### config.mk
export PLATFORM = sky130hd
export DESIGN_NAME = gcd_ram
export DESIGN_NICKNAME = d
export VERILOG_FILES = /design/src/rtl/gcd_ram.sv
export SDC_FILE = /design/constraint.sdc
export NUM_CORES = 1
export LEC_CHECK = 0
export ABC_AREA = 0
export BUFFER_PORTS_ARGS = -buffer_cell sky130_fd_sc_hd__buf_2
export CAP_MARGIN = 0
export CORE_ASPECT_RATIO = 1.2
export CORE_MARGIN = 8
export CORE_UTILIZATION = 25
export CTS_CLUSTER_SIZE = 14
export DETAILED_ROUTE_END_ITERATION = 8
export GPL_ROUTABILITY_DRIVEN = 0
export PLACE_DENSITY = 0.48
export SYNTH_ARGS = -nofsm -noshare
export SYNTH_HDL_FRONTEND = slang
export SYNTH_SLANG_ARGS = --single-unit
export TNS_END_PERCENT = 100
### constraint.sdc
create_clock -name aclk -period 1.8 [get_ports aclk]
set_input_delay 0.18 -clock aclk [delete_from_list [all_inputs] [get_ports aclk]]
set_output_delay 0.18 -clock aclk [all_outputs]
set_load 0.05 [all_outputs]
### src/rtl/gcd_ram.sv
// Generic single-port write, single read RAM with registered read data.
// No dependencies.
module gcd_ram #(
    parameter int Width = 8,
    parameter int Depth = 16
) (
    input  logic                     aclk,
    input  logic                     we,
    input  logic [$clog2(Depth)-1:0] waddr,
    input  logic [Width-1:0]         wdata,
    input  logic [$clog2(Depth)-1:0] raddr,
    output logic [Width-1:0]         rdata
);
    logic [Width-1:0] mem [Depth];

    always_ff @(posedge aclk) begin
        if (we) begin
            mem[waddr] <= wdata;
        end
        rdata <= mem[raddr];
    end
endmodule

* Yosys cells after proc, flatten, opt, wreduce, memory -nomap -nowiden
Memories as Yosys holds them, arrays and structs flattened. A register that Yosys moved wholly into a read port is not among the register bits.
Index checks and enable logic that the tools add are counted.
W data, S select, Z words.
** Storage, ports and cells
- Flip-flop bits (word level) :: 0
- Bits in read-only memories :: 0
- Output and inout port bits :: 8
- Memories :: 1
- Logic and storage cells :: 3
- Latch bits :: 0
- RAM bits :: 128
** Memories
- mem :: depth 16, bits a word 8, read ports 1, clocked after memory_dff 1, write ports 1, RTL line 14 : logic [Width-1:0] mem [Depth];
** Operators by class
- Add/subtract/negate cells :: 0
- $lt $le $gt $ge :: 0
- Eq/ne operators :: 0
- Muxes and demuxes :: 2
- Bitwise operators :: 0
- Reductions and logical operators :: 0
- Divide/modulo/power cells :: 0
- Shift operators :: 0
- Multiply operators :: 0
** Operator list (number)
- $mux W1 :: 2

* Depth between registers and ports, before layout
Gate-level depths: netlist of run 1.
- Depth in word-level cells :: 2
- Depth in mapped cells :: 5
- Depth with buffers taken out :: 3

* Least setup slack after synthesis of run 1
OpenSTA, ideal clock, no wires.
- Path kind :: input port to flip-flop
- From :: input waddr[2]
- To :: memory mem[0][0] (enable)
- Setup time :: 0.383 ns
- Slack :: 0.127 ns
- Arrival time :: 1.290 ns
- Stages on the path :: 2
- Path buffers :: 0
- Cell sequence :: or3b_2 > nor3_1
** RTL lines
- from (decl) :: RTL line 9 : input logic [$clog2(Depth)-1:0] waddr,
- to (decl) :: RTL line 14
No word-level cell before the write port.

==> results of run 1 <==
## through the flow
step           std cells  hold WS [ns]  total power, µW  worst slack [ns]
6_report             562         0.159             7690             0.426
5_1_grt              562         0.151             7930             0.341
4_1_cts              562         0.139             7780             0.385
3_5_place_dp         530         0.587             4060             0.134
3_3_place_gp         530         0.576             4050             0.166
2_1_floorplan        229         0.279             3880             0.127
## path summary, 6_finish.rpt
check / end / depth (start not counted) / startpoint
worst max-delay path: rdata[5] / 3 / mem[1][5]
worst min-delay path: mem[11][3] / 1 / wdata[3]
worst max register to register: rdata[5] / 3 / mem[1][5]
worst min register to register: rdata[1] / 3 / mem[14][1]
## cell type report
class                   instances  area share (%)
flip-flops and latches        136            63.0
multi-input cells              83            16.6
clock buffers                  18            6.91
well taps                     265            5.22
repair buffers                 46            5.04
clock inverters                14            3.21
## state kept, by name, summed over array words and instances, names as in the netlist
register / count
mem: 128
rdata: 8
## routing by layer
| layer | GRT usage (%) | vias up | share of wire (%) |
|---|---|---|---|
| met5 | 0 | - | 0 |
| li1 | - | 1081 | - |
| met1 | 11.1 | 1223 | 46 |
| met3 | 3.03 | 14 | 4.2 |
| met4 | 3.45 | 0 | 1.4 |
| met2 | 14.0 | 59 | 49 |
## cell usage in the layout (no fill, tap or decap), drive strengths merged, types with 4 or more instances in the layout
master	count
dfxtp	8
nand2	9
nor3	4
clkinv	5
clkinvlp	4
buf	46
a22oi	16
clkbuf	18
edfxtp	128
bufinv	5
nor2	13
mux4	32
## power groups by stage
stage	clock, µW	combinational (µW)	sequential [µW]
floorplan	0	180	3700
global placement	0	417	3630
detailed placement	0	426	3630
CTS	3790	427	3570
global route	3910	449	3570
finish	3710	412	3570
## critical path, cell delays in order, from the launching register on
cell and delay (ns):
edfxtp_1 0.35, mux4_1 0.50, a22oi_1 0.30, nand2_1 0.11
## cell families (layout without fill, tap and decap cells)
logic type | count (synthesis) | count (layout) | synth area share [%]
multiplexers | 32 | 32 | 15.0
AND/OR/NAND/NOR | 35 | 35 | 3.18
flip-flops | 136 | 136 | 77.8
buffers and inverters | 10 | 78 | 1.68
AO/OA/AOI/OAI | 16 | 16 | 2.33
==> impl_metrics.toml, run 1 <==
[synthesis]
avgSynthCellArea_um2 = 22.5
yosys-top-cells-count = "edfxtp_1, mux4_2, a22oi_1, mux4_1, nor2_1"
synth_edf_count = 128
synth_top_cell_area_share_pct = 74.7
synthArstFlopShare_pct = 0
synth_cell_type_count = 19
ys_warn_count = 0
synthFlopType = "edfxtp_1"
synth.area.top_cells = "edfxtp_1, mux4_2, mux4_1, dfxtp_1, a22oi_1"
syn_area_mm2 = 0.00515
synth_most_common_cell = "edfxtp_1"
synth_fp_nets = 247
yosysTopAreaCell = "edfxtp_1"
synth_cells = 229
synth_seq_area_share_pct = 77.8
ys_seq_elements = 136

[floorplanning]
coreArea_mm2 = 0.0203
fp.dieW_um = 147
start_util_pct = 25.4
die-height_um = 173
die_area_mm2 = 0.0255
io_pins = 26
rows = 57

[cts]
cts-root-buf = "clkbuf_16"
postCtsSetupBuffers = 0
clockBufferDepth = 2
clkLatencyLatePin_ns = 0.41
cts_buffers = 17
h-tree-depth = 4
clkTransAtPathRegs_ns = 0.06
cts_resized = 0
cts_hold_buf = 0
cts_tree = "yes"
numClockSinks = 136

[setup_path]
required_ns = 2.09
endpoint_kind = "register"
rrSetupSlack_ns = 0.43
worstSetupPathType = "reg -> reg"
critPathMaxFanout = 1
cp-start-kind = "register"
crit_arrival_ns = 1.66

[route]
vias_per_cell = 4.23
dr_total_vias = 2377
ant_nets = 0
drtPass1Iterations = 4
drc = 0
wl_per_cell_um = 19.2
drt_iter0_markers = 147
wl_um = 10800

[power]
combPwrFrac_pct = 5.4
swShare_pct = 19.8
power_frac_clock_pct = 48.3
leakagePower_uw = 0.00212
intPower_uw = 6170
p_seq_share_pct = 46.4
ir_drop_mv = 0.545
p_switching_uw = 1520
powerDensity_mw_per_mm2 = 1210

[timing]
relSlewSlack_pct = 65.1
tightest_slew_ns = 0.523
fin_tns_setup_ns = 0
drv_slew = 0
final_hold_viol_count = 0
fin_crit_ns = 1.37
rsz0062_at_grt = "no"
fin_crit_sh_pct = 76.3
fmax_mhz = 728
report.final.setup_viol = 0
fin_skew_ns = 0.00651

[final_layout]
final_nets = 302
areaGrowthSynthToFinish_pct = 23.5
num_antenna_cells = 0
fin_util_pct = 31.4
final_layout_size_suffix_gt1_share_pct = 32.3
regArea_mm2 = 0.00400
design_area_mm2 = 0.00636
num-fill-cells = 1976
multi_input_area_mm2 = 0.00106

[placed_design]
io_buffers = 25
dp.final_hpwl_um = 7090
placed_area_mm2 = 0.00571

[global_routing]
grt_pass1_wl_um = 16300
antenna_found_initial = 0
grt_max_degree = 25
grt_overflow = 0
grt_pass1_vias = 2575
grt.total_usage_pct = 8.90

[job]
cap_viol_max_count = 0

[worst_hold_path]
hold_path_class = "in -> reg"

[run_status]
status = "completed"
Power figures use the tool's default switching activity.
==> run 2: changes to the inputs <==
PLACE_DENSITY = 0.5   (was 0.48)
clock period = 1.2 ns   (was 1.8 ns; I/O delays follow)
==> impl_metrics.toml, run 2 (same netlist as run 1, synthesis figures left out) <==
[setup_path]
endpoint = "rdata[6]"
path_buf_inv = 0
endpoint_kind = "register"
crit_family = "multiplexers"
cp_slowest_cell = "mux4_2"
startpoint = "mem[1][6]"
timing.rr.end = "rdata[6]"
rr_worst_depth = 3
rrSetupSlack_ns = -0.10
worstSetupPathType = "reg -> reg"
worstReg2RegStart = "mem[1][6]"
cp-start-kind = "register"
cp_cell_sequence = "mux4_2, a22oi_2, nand2_1"
required_ns = 1.49
crit_arrival_ns = 1.59
crit_cells = 3
critPathMaxFanout = 1
cp_slowest_stage_delay_ns = 0.46

[worst_hold_path]
hp-start = "wdata[7]"
hold_path_class = "in -> reg"

[timing]
rsz0062_at_grt = "yes"
fin_crit_sh_pct = 109
hold_ws_ns = 0.0924
fin_ws_ns = -0.105
fmax_mhz = 766
fin_crit_ns = 1.30
relSlewSlack_pct = 36.8
final_hold_viol_count = 0
fin_tns_setup_ns = -0.423
tightest_slew_ns = 0.945
drv_slew = 0
report.final.setup_viol = 8
fin_skew_ns = 0.00775

[placed_design]
post-place-ws_ns = -0.436
io_buffers = 25
dp.cells = 543
dp.final_hpwl_um = 7390

[global_routing]
antenna_found_initial = 0
grt_max_degree = 22
grt_pass1_wl_um = 16500
grt_pass1_vias = 2613
grt_overflow = 0
grt.total_usage_pct = 8.92

[floorplanning]
die-height_um = 173
die_area_mm2 = 0.0255
coreArea_mm2 = 0.0203
io_pins = 26
fp.dieW_um = 147
start_util_pct = 25.4
rows = 57

[power]
powerDensity_mw_per_mm2 = 1740
leakagePower_uw = 0.00216
ir_drop_mv = 1.15

[final_layout]
fin_util_pct = 32.2
multi_input_area_mm2 = 0.00108
num-fill-cells = 1996
final_nets = 315
regArea_mm2 = 0.00400
top_regs = "mem x128, rdata x8"
final_common_cell = "edfxtp_1"
top_register = "mem"
areaGrowthSynthToFinish_pct = 26.7
largest_reg_flops = 128
final_cell_mix = "edfxtp_1, mux4_2, buf_4"
num_antenna_cells = 0
final_layout_size_suffix_gt1_share_pct = 42.9
stdcell_count = 575

[cts]
cts_tree = "yes"
cts-root-buf = "clkbuf_16"
postCtsSetupBuffers = 0
clkTransAtPathRegs_ns = 0.06
cts_hold_buf = 0
clkLatencyLatePin_ns = 0.41
numClockSinks = 136
clockBufferDepth = 2
h-tree-depth = 4
cts_buffers = 17

[route]
wl_per_cell_um = 19.3
drc = 0
dr_total_vias = 2441
vias_per_cell = 4.25
drt_iter0_markers = 183
wl_um = 11100
drtPass1Iterations = 4
ant_nets = 0

[run_status]
violations = "negative setup slack"
status = "complete, but fails checks"

[job]
cap_viol_max_count = 0
run 2: cell type report:
| type | count | share of cell area [%] |
|---|---|---|
| Clock buffer | 18 | 6.58 |
| Clock inverter | 14 | 2.78 |
| Timing Repair Buffer | 59 | 7.58 |
| Sequential cell | 136 | 61.4 |
| Multi-Input combinational cell | 83 | 16.6 |
| Tap cell | 265 | 5.08 |
run 2: report_power, final:
| part | total (µW) | internal (µW) | switching, µW |
|---|---|---|---|
| registers | 5350 | 5310 | 41.4 |
| clock network | 5300 | 3450 | 1850 |
| logic | 698 | 279 | 420 |
| total | 11400 | 9040 | 2310 |
run 2: repair_timing:
action,CTS,global route
gates resized for setup,17,3
pin swaps,9,0
setup endpoints to repair,11,10
gates cloned,0,0
run 2: stage by stage:
stage / total power [µW] / instance area [µm²]
6_report: 11400 / 6520
5_1_grt: 11700 / 6520
4_1_cts: 11500 / 6520
3_5_place_dp: 6130 / 5890
3_3_place_gp: 6120 / 5890
2_1_floorplan: 5830 / 5190
run 2: layer usage:
metal | vias up | track usage, % | part of all wire, %
met1 | 1261 | 11.7 | 46
met5 | - | 0 | 0
li1 | 1102 | - | -
met2 | 64 | 13.5 | 47
met3 | 14 | 2.53 | 5.3
met4 | 0 | 3.96 | 1.4
run 2: worst register-to-register path: cells and delay by family, from the launching register on:
kind            cells  cell delay, ns
compound gates      1            0.23
flops               1            0.37
mux                 1            0.46
simple gates        1            0.12
run 2: how the worst min path moves through the flow:
stage                end  slack (ns)  cells past startpoint
6_report       mem[3][7]        0.09                      1
5_1_grt        mem[3][7]         0.1                      1
4_1_cts        mem[7][7]        0.08                      1
3_5_place_dp   mem[4][3]        0.52                      1
3_3_place_gp   mem[4][7]        0.51                      1
2_1_floorplan  mem[0][0]        0.22                      0
