`config.mk`:
```
export PLATFORM = sky130hd
export DESIGN_NAME = gcd_div
export DESIGN_NICKNAME = d
export VERILOG_FILES = /design/src/rtl/gcd_div.sv
export SDC_FILE = /design/constraint.sdc
export NUM_CORES = 1
export LEC_CHECK = 0
export ABC_CLOCK_PERIOD_IN_PS = 3900
export BUFFER_PORTS_ARGS = -buffer_cell sky130_fd_sc_hd__buf_2
export CORE_MARGIN = 3
export CORE_UTILIZATION = 55
export DETAILED_ROUTE_END_ITERATION = 7
export GPL_ROUTABILITY_DRIVEN = 0
export GPL_TIMING_DRIVEN = 0
export HOLD_SLACK_MARGIN = 0.12
export PLACE_DENSITY = 0.82
export SETUP_SLACK_MARGIN = 0.02
export SYNTH_ARGS = -nofsm -noshare
export SYNTH_HDL_FRONTEND = slang
export SYNTH_SLANG_ARGS = --single-unit
```
`constraint.sdc`:
```
create_clock -name aclk -period 3.9 [get_ports aclk]
set_input_delay 0.78 -clock aclk [delete_from_list [all_inputs] [get_ports aclk]]
set_output_delay 0.78 -clock aclk [all_outputs]
set_load 0.01 [all_outputs]
```
`src/rtl/gcd_div.sv`:
```
// Restoring divider, one quotient bit per cycle.
// No dependencies.
module gcd_div (
    input  logic        aclk,
    input  logic        aresetn,
    input  logic        start,
    input  logic [63:0] dividend,
    input  logic [31:0] divisor,
    output logic        done,
    output logic [63:0] quotient
);
    logic [63:0] quo_reg, quo_next;
    logic [32:0] rem_reg, rem_next;
    logic [6:0]  cnt_reg, cnt_next;
    logic        busy_reg, busy_next;
    logic [32:0] trial;
    logic [32:0] shifted;

    // one shift-subtract step a cycle
    always_comb begin
        quo_next  = quo_reg;
        rem_next  = rem_reg;
        cnt_next  = cnt_reg;
        busy_next = busy_reg;
        shifted   = {rem_reg[31:0], quo_reg[63]};
        trial     = shifted - {1'b0, divisor};
        if (start) begin
            quo_next  = dividend;
            rem_next  = '0;
            cnt_next  = 7'd0;
            busy_next = 1'b1;
        end else if (busy_reg) begin
            if (!trial[32]) begin
                rem_next = trial;
                quo_next = {quo_reg[62:0], 1'b1};
            end else begin
                rem_next = shifted;
                quo_next = {quo_reg[62:0], 1'b0};
            end
            cnt_next = cnt_reg + 7'd1;
            if (cnt_reg == 7'd63) begin
                busy_next = 1'b0;
            end
        end
    end

    always_ff @(posedge aclk) begin
        if (!aresetn) begin
            busy_reg <= 1'b0;
            cnt_reg  <= '0;
        end else begin
            busy_reg <= busy_next;
            cnt_reg  <= cnt_next;
        end
        quo_reg <= quo_next;
        rem_reg <= rem_next;
    end

    assign done     = busy_reg && (cnt_reg == 7'd63);
    assign quotient = {quo_reg[62:0], ~trial[32]};
endmodule
```
### Word level (Yosys, flattened, before mapping)

Cells that the tools add are included.

| word-level totals | value |
|---|---|
| register bits after elaboration | 104 |
| input port bits | 99 |
| output and inout bits | 65 |

| cells by class | value |
|---|---|
| muxes and demuxes | 7 |
| reduce and logical (&&, ||, !) cells | 3 |
| eq/ne operators | 1 |
| bitwise operators | 2 |
| $add $sub $neg | 2 |

Operator list:

| operator | count |
|---|---|
| $mux 64 | 2 |
| $sub 33x32->33 | 1 |
| $mux 32 | 1 |
| $add 7x1->7 const B | 1 |
| $eq 7x6->1 const B | 1 |
| $mux 1 | 4 |
| $not 1->1 | 2 |
| $reduce_bool 2->1 | 1 |
| $reduce_or 2->1 | 1 |
| $logic_and 1x1->1 | 1 |

### Logic depth before layout (Yosys ltp)

Gate-level depths: netlist (run 1).

| depth | value |
|---|---|
| depth after elaboration | 4 |
| gate-level depth with buffers | 14 |
| mapped depth without buffers | 13 |

### Least setup slack after synthesis (run 1)

Ideal clock, no wire load.

| timing | value |
|---|---|
| kind | input -> output |
| start | input divisor[0] |
| end | output quotient[0] |
| arrival | 2.827 ns |
| setup slack | 0.293 ns |
| data required time | 3.120 ns |
| stages | 11 |
| cell sequence | ha_1 > fa_1 > nor2b_4 > o2111ai_1 > nand2_2 > a311oi_2 > a221o_1 > a21oi_2 > xnor2_1 > inv_2 > buf_6 |

| between the ends | value |
|---|---|
| word-level cells in the longest chain between the ends | 2 |

Ends and longest elaborated chain:

| item | RTL line | source |
|---|---|---|
| start: declaration | 8 | `input logic [31:0] divisor,` |
| $sub 33x32->33 | 26 | `trial = shifted - {1'b0, divisor};` |
| $not 1->1 | 60 | `assign quotient = {quo_reg[62:0], ~trial[32]};` |
| end: declaration | 10 | `output logic [63:0] quotient` |

Every way passes these cells.

### Worst setup path after layout (run 1)

Same ends and word-level chain as after synthesis.

==> flow_summary.toml, run 1 <==
[status]
status = "finished, final reports clean"

[clocking]
cts_root_buffer = "clkbuf_16"
cts-htree-levels = 3
tritoncts = "built"
ctsHoldBuffers = 0
path_clk_slew_ns = 0.06
clk_latency_ns = 0.35
cts_buffer_depth = 2
cts_sinks = 104
numCtsBuffers = 9

[yosys]
synth_flop_cell = "edfxtp_1"
synthCells = 697
syn_nets = 830
synth_warnings = 0
avgSynthCellArea_um2 = 9.816
yosysSeqAreaShare_pct = 39.80
synth_edf_count = 64
yosys.area_share.adder_pct = 6.328
synth_xor_area_share_pct = 4.481
synthTopCellsByArea = "edfxtp_1 28%, dfxtp_1 12%, mux2_2 10%"
synthSimpleGateAreaFrac_pct = 12.64
synthDistinctLibCells = 60
ys_seq_elements = 104
synth_compound_area_share_pct = 13.08
synthMuxAreaShare_pct = 11.98
syn-cell-area_um2 = 6842
yosysTopAreaCellShare_pct = 28.09
yosysTopAreaCell = "edfxtp_1"
synth_top_family_by_area = "compound AO/OA/AOI/OAI gates"
synth-async-reset-ratio_pct = 0

[finish]
drive_gt1_share_pct = 38.01
final_cell_area_um2 = 8283
diodes = 0
syn_to_final_growth_pct = 21.07
largest_register_ffs = 64
fin_nets = 1012

[worst_setup_path]
startpoint_type = "primary input"
cp_num_buf_inv = 3
reg2regPathDepth = 15
end_kind = "output port"
criticalPathCategory = "in -> out"
slowest_delay_ns = 0.43
path_depth = 12
path_common_cell = "buf_2"
cp.required_ns = 3.12
critPathSlowestCell = "fa_2"
cp.arrival_ns = 3.06
cp_top_family = "compound AO/OA/AOI/OAI gates"
critPathMaxFanout = 6
crit_chain = "buf_2, ha_2, fa_2, nor2b_4, o2111ai_4, nand2_2, a311oi_2, a221o_1, a21oi_2, xnor2_2, inv_4, buf_2"

[power]
seqPwrFrac_pct = 45.0
p_clk_share_pct = 31.9
pwr-share-comb_pct = 23.1
cellLeakagePower_uw = 0.003643
swShare_pct = 27.27
p_sw_uw = 803.8
peakVddDrop_mv = 0.2062
p_per_area_nw_per_um2 = 355.9
power.internal_uw = 2144

[die]
core_area_um2 = 12060
die_h_um = 117.5
die_area_um2 = 13810
io_pins = 164
die_w_um = 117.5
rows = 40
start_util_pct = 56.72

[placement]
portBuffers = 163
dpl-instance-area_um2 = 7888
hpwl_um = 12360

[global_routing]
grt_pass1_vias = 5182
grt_pass1_wl_um = 25940
gr-total-overflow = 0
grt_usage_pct = 22.95
grt_max_degree = 41
antenna_found_initial = 0

[detailed_routing]
route.antenna.remaining_nets = 0
routedWlPerCell_um = 15.30
via_per_inst = 5.369
drt_iter0_markers = 400
wl_um = 16100
drc = 0
drt_pass1_iterations = 4
num_vias = 5648

[sta]
finalHoldViolCount = 0
setup_viol_count_final = 0
clock_skew_ns = 0.01080
max_freq_mhz = 260.2
period_share_pct = 98.53
tightestPinTransition_ns = 0.5711
finalSetupTns_ns = 0
relSlewSlack_pct = 61.64
slew_viol_final = 0
period_needed_ns = 3.843

[min_path]
hold-path-cell-count = 2
min_path_type = "reg -> reg"

[flow_run]
max-cap-violations = 0
## metal layers
metal  routed length (um)  part of all wire, %  global-route usage [%]  up-vias
met5                    0                    0                       0        -
met4                  133                 0.83                   4.689        0
met3                 1036                  6.4                   4.998       10
met2                 7629                   47                   37.43      213
met1                 7299                   45                   31.79     2623
li1                     -                    -                       -     2802
## placed cells by master, fill, tap and decap left out, drive strengths merged, types with 10 or more instances in the layout
master	Yosys	final
o21a	10	10
dfxtp	40	40
nor2	45	45
nand2	68	68
mux2i	11	11
inv	44	47
ha	33	33
o21ai	26	26
clkbuf	19	29
a21o	13	13
a311oi	17	17
mux2	63	63
a21oi	30	30
buf	76	247
edfxtp	64	64
xnor2	26	26
## worst min-delay path: cells and delay by family, from the launching register on
family | cells | cell delay (ns)
simple gates | 1 | 0.05
compound gates | 1 | 0.06
flops | 1 | 0.32
## Yosys cell counts (all sizes together) (2+ instances only)
cell type / count
xor2: 9
nand2b: 5
a21o: 13
a21oi: 30
o311ai: 4
mux2i: 11
nand4b: 7
buf: 76
or2: 3
nand2: 68
or3: 2
o2111ai: 7
a31oi: 8
dfxtp: 40
mux2: 63
nor2: 45
o21a: 10
clkbuf: 19
ha: 33
a211o: 3
inv: 44
or3b: 2
xnor2: 26
nand4: 8
edfxtp: 64
nor3: 6
and2: 3
o21ai: 26
nor4: 3
nand3: 9
and3: 6
a311oi: 17
o22ai: 2
nor2b: 7
o211ai: 4
## what timing repair did
action | CTS | global route
gates resized for setup | 2 | 5
endpoints found under the setup margin | 1 | 1
pin swaps | 1 | 7
buffers inserted | 2 | 6
## per-stage QoR
step	hold WS [ns]	utilization (%)	instances	power, uW	worst slack [ns]
after detailed placement	0.4792	65.39	1029	2014	-0.2727
final	0.4840	68.67	1052	2948	0.05727
after floorplan	0.4458	-	697	1800	0.2931
after global routing	0.5177	68.67	1052	3087	-0.002095
after global placement	0.4558	65.23	1028	1998	-0.2722
after CTS	0.4901	68.16	1047	2955	0.03293
## final cells by class
cell class              instances  area [um2]
fillers                       979        3779
multi-input cells             454        3352
flip-flops and latches        104        2723
repair buffers                172       895.9
plain buffers                  94       624.3
clock buffers                  10       239.0
well taps                     168       210.2
inverters                      44       167.7
clock inverters                 6       71.32
## logic make-up after synthesis
group	after synthesis
DFF	104
adders and majority gates	34
buffers and inverters	139
and+or+nand+nor	179
muxes	74
xor gates and xnor gates	35
AOI/OAI and AO/OA	132
## power by group through the flow
stage	Combinational (uW)	Sequential [uW]	Clock [uW]
after floorplan	468	1330	0
after global placement	651	1350	0
after detailed placement	664	1350	0
after CTS	672	1330	957
after global routing	748	1340	1000
final	681	1330	941
## worst paths after layout
check,from,endpoint,slack [ns]
setup / recovery,divisor[0],quotient[0],0.06
hold / removal,rem_reg[24]$_SDFFE_PP0P_,rem_reg[24]$_SDFFE_PP0P_,0.48
setup reg to reg,quo_reg[63]$_DFFE_PP_,rem_reg[3]$_SDFFE_PP0P_,0.66
hold reg to reg,rem_reg[24]$_SDFFE_PP0P_,rem_reg[24]$_SDFFE_PP0P_,0.48
No activity file was read; power rests on OpenSTA's default activity.
==> run 2: changes to the inputs <==
ABC_CLOCK_PERIOD_IN_PS = unset   (was 3900)
RECOVER_POWER = 25   (was unset)
==> run 2 against run 1 <==
  * Combinational power shrank 0.9%
  * Largest power group unchanged
  * Count of clock-buffer cells in the layout is the same
  * Sequential share of layout area is essentially flat
  * Critical path type unchanged
  * Die area is the same
  * Cell area shrank 0.14%
  * Flip-flop and latch count is the same
==> flow_summary.toml, run 2 (synthesis gave the netlist of run 1 again) <==
[status]
status = "finished, final reports clean"

[power]
cellLeakagePower_uw = 0.003612
p_sw_uw = 801.0
pwr-share-comb_pct = 23.0
finalPower_uw = 2939
p_per_area_nw_per_um2 = 355.3
p_clk_share_pct = 32.0
swShare_pct = 27.25
power.internal_uw = 2138
seqPwrFrac_pct = 45.1
peakVddDrop_mv = 0.2058

[die]
die_area_um2 = 13810
rows = 40
core_area_um2 = 12060
start_util_pct = 56.72
die_w_um = 117.5
die_h_um = 117.5
io_pins = 164

[finish]
final_cell_mix = "158 x buf_2, 67 x nand2_1, 64 x edfxtp_1"
final_cell_area_um2 = 8272
largest_register_ffs = 64
fillers = 986
fin_nets = 1012
diodes = 0
drive_gt1_share_pct = 36.88
final_common_cell = "buf_2"
syn_to_final_growth_pct = 20.90

[sta]
clock_skew_ns = 0.008117
period_share_pct = 98.42
period_needed_ns = 3.838
whs_ns = 0.4840
setup_viol_count_final = 0
finalHoldViolCount = 0
tightestPinTransition_ns = 0.5646
max_freq_mhz = 260.5
fin_ws_ns = 0.06167
relSlewSlack_pct = 62.36
finalSetupTns_ns = 0
slew_viol_final = 0

[clocking]
numCtsBuffers = 9
cts_root_buffer = "clkbuf_16"
tritoncts = "built"
clk_latency_ns = 0.34
path_clk_slew_ns = 0.06
cts_buffer_depth = 2
cts-htree-levels = 3
ctsHoldBuffers = 0
cts_sinks = 104

[detailed_routing]
route.antenna.remaining_nets = 0
via_per_inst = 5.392
wl_um = 16090
drc = 0
drt_pass1_iterations = 7
drt_iter0_markers = 367
num_vias = 5672
routedWlPerCell_um = 15.29

[worst_setup_path]
startpoint_type = "primary input"
cp.required_ns = 3.12
end_kind = "output port"
criticalPathCategory = "in -> out"
crit_end = "quotient[0]"
reg2regPathDepth = 14
worst_r2r_endpoint = "rem_reg[1]$_SDFFE_PP0P_"
crit_start = "divisor[0]"
cp.arrival_ns = 3.06
reg2reg_from = "quo_reg[63]$_DFFE_PP_"
critPathMaxFanout = 6
rrSetupSlack_ns = 0.67

[placement]
dpl-instance-area_um2 = 7888
place_ws_ns = -0.2727
portBuffers = 163
hpwl_um = 12360

[global_routing]
grt_usage_pct = 22.95
grt_pass1_wl_um = 25940
grt_pass1_vias = 5182
grt_max_degree = 41
antenna_found_initial = 0
gr-total-overflow = 0

[flow_run]
max-cap-violations = 0

[min_path]
min_path_type = "reg -> reg"
[run 2: cell count changes in the layout (fill, tap and decap cells not counted)]
cell,previous run,this run
buf_4,71,38
clkbuf_1,19,31
buf_1,4,1
clkbuf_4,0,33
mux2_2,63,62
buf_2,167,158
mux2_1,0,1
[run 2: worst min-delay path by stage]
stage	start	to	slack [ns]	cells past startpoint
after CTS	cnt_reg[5]$_SDFFE_PP0P_	cnt_reg[5]$_SDFFE_PP0P_	0.49	2
after floorplan	rem_reg[31]$_SDFFE_PP0P_	rem_reg[31]$_SDFFE_PP0P_	0.45	2
after detailed placement	cnt_reg[5]$_SDFFE_PP0P_	cnt_reg[5]$_SDFFE_PP0P_	0.48	2
final	rem_reg[24]$_SDFFE_PP0P_	rem_reg[24]$_SDFFE_PP0P_	0.48	2
after global routing	rem_reg[24]$_SDFFE_PP0P_	rem_reg[24]$_SDFFE_PP0P_	0.52	2
after global placement	rem_reg[31]$_SDFFE_PP0P_	rem_reg[31]$_SDFFE_PP0P_	0.46	2
[run 2: worst max-delay path: stages]
cell	delay (ns)
buf_2	0.10
ha_2	0.19
fa_2	0.42
nor2b_4	0.15
o2111ai_4	0.15
nand2_2	0.13
a311oi_2	0.12
a221o_1	0.39
a21oi_2	0.21
xnor2_2	0.17
inv_4	0.08
buf_2	0.15
[run 2: repair_timing]
| action | in CTS | in global routing |
|---|---|---|
| setup endpoints to repair | 1 | 1 |
| resized for setup | 2 | 5 |
| setup buffers | 2 | 6 |
| pin swaps | 1 | 7 |
[run 2: layer usage]
metal | share of wire (%) | routed length, um | vias up | global-route usage, %
li1 | - | - | 2804 | -
met1 | 44 | 7110 | 2612 | 31.79
met2 | 47 | 7602 | 244 | 37.43
met3 | 7.6 | 1229 | 12 | 4.998
met4 | 0.91 | 146 | 0 | 4.689
met5 | 0 | 0 | - | 0
[run 2: layout make-up]
type / instances / area, um2 / area share (%)
Clock inverter: 6 / 71.32 / 0.8622
Timing Repair Buffer: 172 / 884.6 / 10.69
Clock buffer: 10 / 239.0 / 2.889
Inverter: 44 / 167.7 / 2.027
Sequential cell: 104 / 2723 / 32.91
Multi-Input combinational cell: 454 / 3352 / 40.52
Buffer: 94 / 624.3 / 7.548
Tap cell: 168 / 210.2 / 2.541
[run 2: per-stage QoR]
step / instances / utilization, %
global placement: 1028 / 65.23
detailed placement: 1029 / 65.39
finish: 1052 / 68.58
global route: 1052 / 68.58
floorplan: 697 / -
CTS: 1047 / 68.16
[run 2: power by group through the flow]
stage          combinational (uW)  clock (uW)  sequential, uW
3_3_place_gp                  651           0            1350
6_report                      675         939            1330
3_5_place_dp                  664           0            1350
5_1_grt                       742        1000            1340
2_1_floorplan                 468           0            1330
4_1_cts                       672         957            1330
